[src/h2r_pkg.sv]
package h2r_pkg;

  localparam logic [16:0] ONE_Q16  = 17'h10000;
  localparam logic [33:0] HALF_Q16 = 34'd32768;
  localparam logic [18:0] HUE_MULT = 19'd6;

  // Sector codes of the hue circle
  localparam logic [2:0] SECTOR_RED_YEL  = 3'd0;
  localparam logic [2:0] SECTOR_YEL_GRN  = 3'd1;
  localparam logic [2:0] SECTOR_GRN_CYAN = 3'd2;
  localparam logic [2:0] SECTOR_CYAN_BLU = 3'd3;
  localparam logic [2:0] SECTOR_BLU_MAG  = 3'd4;

  // After hue split and saturation clamp
  typedef struct packed {
    logic [16:0] sat;
    logic [16:0] val;
    logic [2:0]  sector;
    logic [15:0] frac;
  } h2r_split_t;

  // After saturation products: the complements 1-S, 1-S*f, 1-S*(1-f)
  typedef struct packed {
    logic [16:0] cmp_p;
    logic [16:0] cmp_q;
    logic [16:0] cmp_t;
    logic [16:0] val;
    logic [2:0]  sector;
  } h2r_coef_t;

  // After brightness scaling
  typedef struct packed {
    logic [16:0] p;
    logic [16:0] q;
    logic [16:0] t;
    logic [16:0] val;
    logic [2:0]  sector;
  } h2r_comp_t;

  // Q16 product rounded half up; every caller keeps the result within 17 bits
  function automatic logic [16:0] mul_q16(input logic [16:0] a, input logic [16:0] b);
    logic [33:0] prod;
    prod = ({17'd0, a} * {17'd0, b}) + HALF_Q16;
    return prod[32:16];
  endfunction

endpackage

[src/h2r_split.sv]
module h2r_split
  import h2r_pkg::*;
(
  input  logic        clk,
  input  logic        rst,
  input  logic        advance,
  input  logic        in_valid,
  input  logic [15:0] hue,
  input  logic [16:0] saturation,
  input  logic [16:0] brightness,
  output logic        out_valid,
  output h2r_split_t  out_data
);

  h2r_split_t  split_next;
  logic [18:0] h6;

  always_comb begin
    h6                = {3'd0, hue} * HUE_MULT;
    split_next.sat    = (saturation > ONE_Q16) ? ONE_Q16 : saturation;
    split_next.val    = brightness;
    split_next.sector = h6[18:16];
    split_next.frac   = h6[15:0];
  end

  always_ff @(posedge clk) begin
    if (rst) begin
      out_valid <= 1'b0;
    end else if (advance) begin
      out_valid <= in_valid;
    end
  end

  always_ff @(posedge clk) begin
    if (advance && in_valid) begin
      out_data <= split_next;
    end
  end

endmodule

[src/h2r_coef.sv]
module h2r_coef
  import h2r_pkg::*;
(
  input  logic       clk,
  input  logic       rst,
  input  logic       advance,
  input  logic       in_valid,
  input  h2r_split_t in_data,
  output logic       out_valid,
  output h2r_coef_t  out_data
);

  h2r_coef_t   coef_next;
  logic [16:0] frac_cmp;

  always_comb begin
    frac_cmp         = ONE_Q16 - {1'b0, in_data.frac};
    coef_next.cmp_p  = ONE_Q16 - in_data.sat;
    coef_next.cmp_q  = ONE_Q16 - mul_q16(in_data.sat, {1'b0, in_data.frac});
    coef_next.cmp_t  = ONE_Q16 - mul_q16(in_data.sat, frac_cmp);
    coef_next.val    = in_data.val;
    coef_next.sector = in_data.sector;
  end

  always_ff @(posedge clk) begin
    if (rst) begin
      out_valid <= 1'b0;
    end else if (advance) begin
      out_valid <= in_valid;
    end
  end

  always_ff @(posedge clk) begin
    if (advance && in_valid) begin
      out_data <= coef_next;
    end
  end

endmodule

[src/h2r_scale.sv]
module h2r_scale
  import h2r_pkg::*;
(
  input  logic      clk,
  input  logic      rst,
  input  logic      advance,
  input  logic      in_valid,
  input  h2r_coef_t in_data,
  output logic      out_valid,
  output h2r_comp_t out_data
);

  h2r_comp_t comp_next;

  always_comb begin
    comp_next.p      = mul_q16(in_data.val, in_data.cmp_p);
    comp_next.q      = mul_q16(in_data.val, in_data.cmp_q);
    comp_next.t      = mul_q16(in_data.val, in_data.cmp_t);
    comp_next.val    = in_data.val;
    comp_next.sector = in_data.sector;
  end

  always_ff @(posedge clk) begin
    if (rst) begin
      out_valid <= 1'b0;
    end else if (advance) begin
      out_valid <= in_valid;
    end
  end

  always_ff @(posedge clk) begin
    if (advance && in_valid) begin
      out_data <= comp_next;
    end
  end

endmodule

[src/hsv_to_rgb_converter.sv]
// Channel | Handshake           | Payload
// --------+---------------------+-----------------------------------------
// input   | in_valid / in_stall | hue[15:0], saturation[16:0], brightness[16:0]
// output  | out_valid/out_stall | red[16:0], green[16:0], blue[16:0]
//
// Four register stages: hue split and clamp, saturation products,
// brightness products, sector select into the output register.
// One beat per cycle while out_stall is low; a beat passes the split, coef, scale and output registers.
// Reset (rst, synchronous) clears the stage valid bits only.
// A stall on the output holds only the stages that are full behind it; empty
// stages keep filling, so in_stall rises once all four stages hold a beat.
module hsv_to_rgb_converter
  import h2r_pkg::*;
(
  input  logic        clk,
  input  logic        rst,
  input  logic        in_valid,
  output logic        in_stall,
  input  logic [15:0] hue,
  input  logic [16:0] saturation,
  input  logic [16:0] brightness,
  output logic        out_valid,
  input  logic        out_stall,
  output logic [16:0] red,
  output logic [16:0] green,
  output logic [16:0] blue
);

  h2r_split_t  split_data;
  h2r_coef_t   coef_data;
  h2r_comp_t   comp_data;
  logic        split_valid;
  logic        coef_valid;
  logic        comp_valid;
  logic        adv_split;
  logic        adv_coef;
  logic        adv_comp;
  logic        adv_out;
  logic [16:0] red_next;
  logic [16:0] green_next;
  logic [16:0] blue_next;

  // Advance a stage when it is empty or its beat moves on
  assign adv_out   = !out_valid || !out_stall;
  assign adv_comp  = !comp_valid || adv_out;
  assign adv_coef  = !coef_valid || adv_comp;
  assign adv_split = !split_valid || adv_coef;
  assign in_stall  = !adv_split;

  h2r_split u_split (
    .clk        (clk),
    .rst        (rst),
    .advance    (adv_split),
    .in_valid   (in_valid),
    .hue        (hue),
    .saturation (saturation),
    .brightness (brightness),
    .out_valid  (split_valid),
    .out_data   (split_data)
  );

  h2r_coef u_coef (
    .clk       (clk),
    .rst       (rst),
    .advance   (adv_coef),
    .in_valid  (split_valid),
    .in_data   (split_data),
    .out_valid (coef_valid),
    .out_data  (coef_data)
  );

  h2r_scale u_scale (
    .clk       (clk),
    .rst       (rst),
    .advance   (adv_comp),
    .in_valid  (coef_valid),
    .in_data   (coef_data),
    .out_valid (comp_valid),
    .out_data  (comp_data)
  );

  always_comb begin
    case (comp_data.sector)
      SECTOR_RED_YEL: begin
        red_next = comp_data.val; green_next = comp_data.t;   blue_next = comp_data.p;
      end
      SECTOR_YEL_GRN: begin
        red_next = comp_data.q;   green_next = comp_data.val; blue_next = comp_data.p;
      end
      SECTOR_GRN_CYAN: begin
        red_next = comp_data.p;   green_next = comp_data.val; blue_next = comp_data.t;
      end
      SECTOR_CYAN_BLU: begin
        red_next = comp_data.p;   green_next = comp_data.q;   blue_next = comp_data.val;
      end
      SECTOR_BLU_MAG: begin
        red_next = comp_data.t;   green_next = comp_data.p;   blue_next = comp_data.val;
      end
      default: begin
        red_next = comp_data.val; green_next = comp_data.p;   blue_next = comp_data.q;
      end
    endcase
  end

  always_ff @(posedge clk) begin
    if (rst) begin
      out_valid <= 1'b0;
    end else if (adv_out) begin
      out_valid <= comp_valid;
    end
  end

  always_ff @(posedge clk) begin
    if (adv_out && comp_valid) begin
      red   <= red_next;
      green <= green_next;
      blue  <= blue_next;
    end
  end

`ifndef SYNTHESIS
  a_reset_clears: assert property (@(posedge clk) rst |=> !out_valid && !comp_valid)
    else $error("pipeline valid bits survive reset");

  a_comp_bounded: assert property (@(posedge clk) disable iff (rst)
    comp_valid |-> (comp_data.p <= comp_data.val) && (comp_data.q <= comp_data.val)
                   && (comp_data.t <= comp_data.val))
    else $error("scaled component exceeds brightness");

  a_comp_holds: assert property (@(posedge clk) disable iff (rst)
    comp_valid && !adv_out |=> comp_valid && $stable(comp_data))
    else $error("held beat in scale stage changed or dropped");

  a_full_stalls: assert property (@(posedge clk) disable iff (rst)
    out_valid && out_stall && comp_valid && coef_valid && split_valid |-> in_stall)
    else $error("input accepted while pipeline is full and stalled");
`endif

endmodule

[config.mk]
export PLATFORM = sky130hd
export DESIGN_NAME = hsv_to_rgb_converter
export DESIGN_NICKNAME = d
export VERILOG_FILES = /design/src/h2r_pkg.sv /design/src/h2r_split.sv /design/src/h2r_coef.sv /design/src/h2r_scale.sv /design/src/hsv_to_rgb_converter.sv
export SDC_FILE = /design/constraint.sdc
export NUM_CORES = 2
export LEC_CHECK = 0
export BUFFER_PORTS_ARGS = -buffer_cell sky130_fd_sc_hd__buf_2
export CORE_UTILIZATION = 30
export CTS_CLUSTER_SIZE = 28
export DETAILED_ROUTE_END_ITERATION = 8
export GPL_TIMING_DRIVEN = 0
export SLEW_MARGIN = 15
export SYNTH_ARGS = -nofsm -noshare
export SYNTH_HDL_FRONTEND = slang
export SYNTH_SLANG_ARGS = --single-unit
export TNS_END_PERCENT = 100
[constraint.sdc]
create_clock -name clk -period 8.6 [get_ports clk]
set_clock_uncertainty 0.1 [all_clocks]
set_input_delay 0.43 -clock clk [delete_from_list [all_inputs] [get_ports clk]]
set_output_delay 0.43 -clock clk [all_outputs]
set_load 0.05 [all_outputs]
# Yosys cells after proc, flatten, opt, wreduce, memory -nomap -nowiden
# Index checks and enable logic that the tools add are counted.
word_totals:
  wordCells: 63
  input_bits: 54
  register_bits: 249
op_classes:
  muxes: 3
  eq_ne: 4
  n_lt_le_gt_ge: 1
  multipliers: 6
  n_addsub: 9
  reduce_logical: 19
ops:
  columns: ["cell", "n"]
  rows:
  - ["adder 33 x 16 -> 33 bit, second input constant", 5]
  - ["one-hot mux 17 bit (3 select lines)", 3]
  - ["multiplier 17 x 17 -> 33 bit", 4]
  - ["subtractor 17 bit, first input constant", 3]
  - ["multiplier 17 x 15 -> 32 bit", 1]
  - ["multiplier 16 x 2 -> 18 bit, second input constant", 1]
  - ["greater-than comparator 17 bit, second input constant", 1]
  - ["subtractor 17 x 16 -> 17 bit, first input constant", 1]
  - ["OR reduction 2 bit", 4]
  - ["== test 3 x 2 -> 1 bit, second input constant", 2]
  - ["logical NOT 1 bit", 6]
  - ["logical AND 1 bit", 4]
  - ["logical OR 1 bit", 4]
  - ["== test 3 x 1 -> 1 bit, second input constant", 1]
  - ["== test 3 bit, second input constant", 1]
  - ["logical NOT 3 bit", 1]

# Logic depth before layout (Yosys ltp)
logic_depth:
  depth_word: 6
  ltp_mapped: 36
  mapped_depth_nobuf: 33

# Hierarchy
# From an unflattened synthesis, not the netlist that was laid out.
unflattened:
  hier_cells: 6161
  area_unflattened_um2: 57866.7
by_module_without_submodules:
  columns: ["module", "area_each_um2", "instances", "cells_each", "seq_area_each_um2"]
  rows:
  - ["h2r_scale", 29594.6, 1, 3174, 2152.1]
  - ["h2r_coef", 22150.0, 1, 2472, 2152.1]
  - ["hsv_to_rgb_converter", 3666.0, 1, 352, 1551.5]
  - ["h2r_split", 2456.1, 1, 163, 1581.5]

# Worst setup path after synthesis
# OpenSTA, ideal clock, no wires.
synth_path:
  path_type: "register to register"
  startpoint: "register u_split.out_data[5] (netlist name)"
  endpoint: "register u_coef.out_data[36] (netlist name), data pin"
  path_slack_ns: -0.424
  t_required_ns: 8.238
  arrival_time_ns: 8.663
  setup_time_ns: 0.262
  n_path_buf: 2
  period_less_slack_ns: 9.024
  path_stages_with_launch: 31
  path_cell_list: "edfxtp_1 > clkbuf_1 > or3_1 > or4_1 > nor4b_1 > nand2_1 > xor2_1 > clkbuf_1 > nand2_1 > fa_1 > inv_1 > fa_1 > fa_1 > fa_1 > fa_1 > inv_1 > fa_1 > inv_1 > ha_1 > and4_1 > and4_1 > or4b_1 > a311oi_1 > or2_1 > o211ai_1 > a211o_1 > a211o_1 > nor4_2 > nor4b_1 > a211oi_1 > xnor2_1"
synth_lines:
  columns: ["element", "line", "source"]
  rows:
  - ["from (decl)", "h2r_split.sv:12", "output h2r_split_t out_data"]
  - ["from (signal assigned)", "h2r_split.sv:36", "out_data <= split_next;"]
  - ["to (signal assigned)", "h2r_coef.sv:35", "out_data <= coef_next;"]
  - ["to (decl)", "h2r_coef.sv:10", "output h2r_coef_t out_data"]

==> run summary <==
- -3.36 ns — setup tns final
- -0.66 ns — R2R setup slack
- 432 um — chip height
- 30 — Register-to-Register Path Depth
- simple AND/OR/NAND/NOR gates — cell type group with the largest total delay on the critical path
- 3002 — Starting DRT DRC Count
- 108 MHz — Max Freq
- 0.0411 ns — final worst hold slack
- 5 — detailed-routing iteration count for the pre-antenna-repair pass
- 30.3% — initial core utilization
- sky130_fd_sc_hd__fa_1 — library cell with the largest summed area after synthesis
- 245 — count of flip-flops with a built-in enable after synthesis
- 106 — buffers added on ports
- 0 — synthesis warning total
- 187000 sq um — die footprint
- met5 — highest routing layer actually used
- 80 — count of distinct cell types in the synthesized netlist
- 33.9% — final core occ
- 13.4% — post-synthesis sequential area ratio
- 12 — Setup violations, final
- u_coef.out_data[36] — endpoint of the worst register-to-register path
- 4.82 — post-DR vias/cell
- input pin to register — HP Class
- 78900 um — DR WL met2
- 9.26 ns — final critical-path required period
- 0 — Hold Violations, Final
- 5923 — Gate Count Post-Synth
- 0 — max_cap viols
- 43300 sq um — area taken by multi-input logic gates
- sky130_fd_sc_hd__edfxtp_1 — Synth Flop Type
- sky130_fd_sc_hd__fa_1, sky130_fd_sc_hd__edfxtp_1, sky130_fd_sc_hd__ha_1 — leading post-synthesis cells by cell area
- 172000 um — final wirelength
- 70900 um — wire length on met1
- 1 — htree depth
- 157 — number of rows created at floorplan
- 7607 — post-synthesis net count
- saturation[1] — launch instance of the worst min-delay path
- 19.9 um — final routed wire length divided by cell count
- 29 — CTS buffer count
- 12 — number of antenna violations at the first check in global routing
- sky130_fd_sc_hd__clkbuf_16 — library cell used as clock root buffer
- u_split.out_data[4] — Worst Setup SP
- sky130_fd_sc_hd__fa_1 — CP most frequent cell
- u_split.out_data[37] — Worst Hold Endpoint
- 108% — Tcrit/Tclk final
- 2 — count of cells along the worst hold path
- 0.64 ns — source-to-sink clock delay at the later pin of the worst-skew pair
- 44800 — number of global-route vias before repair
- 0 — residual overflow from global routing
- 7832 — Final #Nets
- 1.14 ns — Worst Max-Slew Pin Slew
- -0.661 ns — final worst-path setup slack
- 12100 um — WL met3
- 107 — I/O pin cnt
- 0 — Final Slew Violations
- 59600 sq um — instance area at placement
- negative setup slack — violated checks
- register — crit path capture type
- 267000 um — global-route wire length before repair
- 8.87 ns — required arrival time at the worst endpoint
- 3 — number of buffers between clock root and the deepest sink
- finished with violations — status
- 33 — maximum number of pins on one net before global-route repair
- 3 — total buffers and inverters traversed by the critical path
- 38.5% — portion of synthesized cell area occupied by the leading cell type
- 55600 sq um — cell area after synthesis
- 12.0% — layout overhead on the synthesized area
- 9.39 sq um — mean area per synthesized cell
- 23.7% — Relative slew margins
- 0.966 — routability congestion estimate from global placement
- u_split.out_data[4] — beginning of the worst register-to-register path
- 0% — ys async rst share
- register to register — path type of the worst setup path
- 41600 — total via count in the routed design
- 62300 sq um — post-route standard cell area excluding fillers
- 0.07 ns — clock transition time at the flip-flop clock pins of the worst setup and hold paths
- 249 — FF+latch count, synth
- 18900 — fillers
- 4 — critical path peak fanout
- 0 — remaining number of nets flagged by the antenna check after routing
- 0.56 ns — longest individual stage delay on the worst path
- 0 — residual DRC count
- 249 — clock sinks
- register — kind of start point of the critical path
- 7440 sq um — area of all sequential standard cells
- 432 um — die outline width
- 7.15% — share of final-layout standard cells stronger than drive strength 1
- done — CTS tree
- true — setup repair after global routing missed its margin
- 183000 sq um — CORE AREA
- 18.7% — GRT Util Overall
- sky130_fd_sc_hd__fa_1 — slowest library cell on the worst path
- 9.53 ns — arrival time at the worst endpoint
- 144000 um — Final HPWL DP
[worst max path at each step]
| stage | endpoint | cells after the start |
|---|---|---|
| after floorplan | u_coef.out_data[36] | 30 |
| after global placement | u_coef.out_data[65] | 3 |
| after detailed placement | u_coef.out_data[24] | 30 |
| after CTS | u_coef.out_data[36] | 31 |
| after global routing | u_coef.out_data[36] | 30 |
| final | u_coef.out_data[36] | 30 |
[stage by stage]
step | worst slack [ns] | instances
after floorplan | -0.0755 | 5923
after CTS | -0.796 | 8612
after global routing | -0.953 | 8633
after global placement | -1.84 | 8493
final | -0.661 | 8637
after detailed placement | -1.88 | 8502
[final cells by class]
type / instances / share of cell area, %
Tap cell: 2464 / 4.95
Sequential cell: 249 / 11.9
Clock buffer: 30 / 1.17
Clock inverter: 22 / 0.398
Antenna cell: 4 / 0.0161
Inverter: 1224 / 7.38
Timing Repair Buffer: 201 / 2.42
Buffer: 306 / 2.24
Multi-Input combinational cell: 4137 / 69.5
[synth_stat cells, drive strengths merged, types with 12 or more instances]
cell,number
and2,563
or3,12
nand2,917
xnor2,118
buf,12
o21a,12
nand3,25
mux2i,68
o21ai,94
a21o,33
a21oi,123
xor2,50
nor3,43
fa,1069
nand2b,19
inv,1223
and3,22
clkbuf,301
nand4,12
edfxtp,245
ha,561
a211oi,29
mux2,23
nor4,25
nor2b,48
nor2,128
[logic make-up (layout without fill, tap and decap cells)]
kind of cell	count (synthesis)	in the layout	share of synthesized area, %
AO/OA/AOI/OAI	391	391	4.48
other	0	4	0
flip-flops	249	249	13.4
XOR/XNOR	168	168	2.66
adder cells (fa/ha/maj)	1630	1630	51.1
buffers and inverters	1537	1783	10.4
multiplexers	91	91	1.69
AND/OR/NAND/NOR	1857	1857	16.3
[cells in the final DEF (no fill, tap or decap), types with 25 or more instances in the layout]
cell type,count
sky130_fd_sc_hd__buf_4,50
sky130_fd_sc_hd__a21oi_1,118
sky130_fd_sc_hd__ha_1,557
sky130_fd_sc_hd__xor2_1,39
sky130_fd_sc_hd__nor2b_1,47
sky130_fd_sc_hd__xnor2_1,99
sky130_fd_sc_hd__nand2_1,912
sky130_fd_sc_hd__a21o_1,33
sky130_fd_sc_hd__o21ai_0,89
sky130_fd_sc_hd__buf_2,108
sky130_fd_sc_hd__clkbuf_2,37
sky130_fd_sc_hd__dlygate4sd3_1,28
sky130_fd_sc_hd__a211oi_1,25
sky130_fd_sc_hd__and2_1,562
sky130_fd_sc_hd__edfxtp_1,245
sky130_fd_sc_hd__nor3_1,35
sky130_fd_sc_hd__clkbuf_16,29
sky130_fd_sc_hd__mux2i_1,66
sky130_fd_sc_hd__fa_1,1068
sky130_fd_sc_hd__clkbuf_1,223
sky130_fd_sc_hd__nor2_1,121
sky130_fd_sc_hd__inv_1,1220
[routing by layer]
layer	global-route usage (%)	up-vias
li1	-	18500
met1	23.9	21200
met2	30.7	1563
met3	2.97	416
met4	8.87	8
met5	0	-
[registers in the layout, summed over array words and instances, names as in the netlist]
name               count
u_coef.out_data       71
blue                  17
u_scale.out_data      71
u_coef.out_valid       1
u_split.out_valid      1
u_split.out_data      52
red                   17
u_scale.out_valid      1
out_valid              1
green                 17
[timing repair]
| item | in CTS | in global routing |
|---|---|---|
| cloned | 0 | 0 |
| setup buffers | 36 | 22 |
| hold buffers | 28 | 0 |
| setup endpoints to repair | 27 | 29 |
| pin swaps | 47 | 25 |
| hold endpoints to repair | 29 | 0 |
| resized for setup | 194 | 61 |
Power is left out: the tool's default activity adds up to more than one toggle a clock period on the data nets, which glitch-free logic cannot reach.
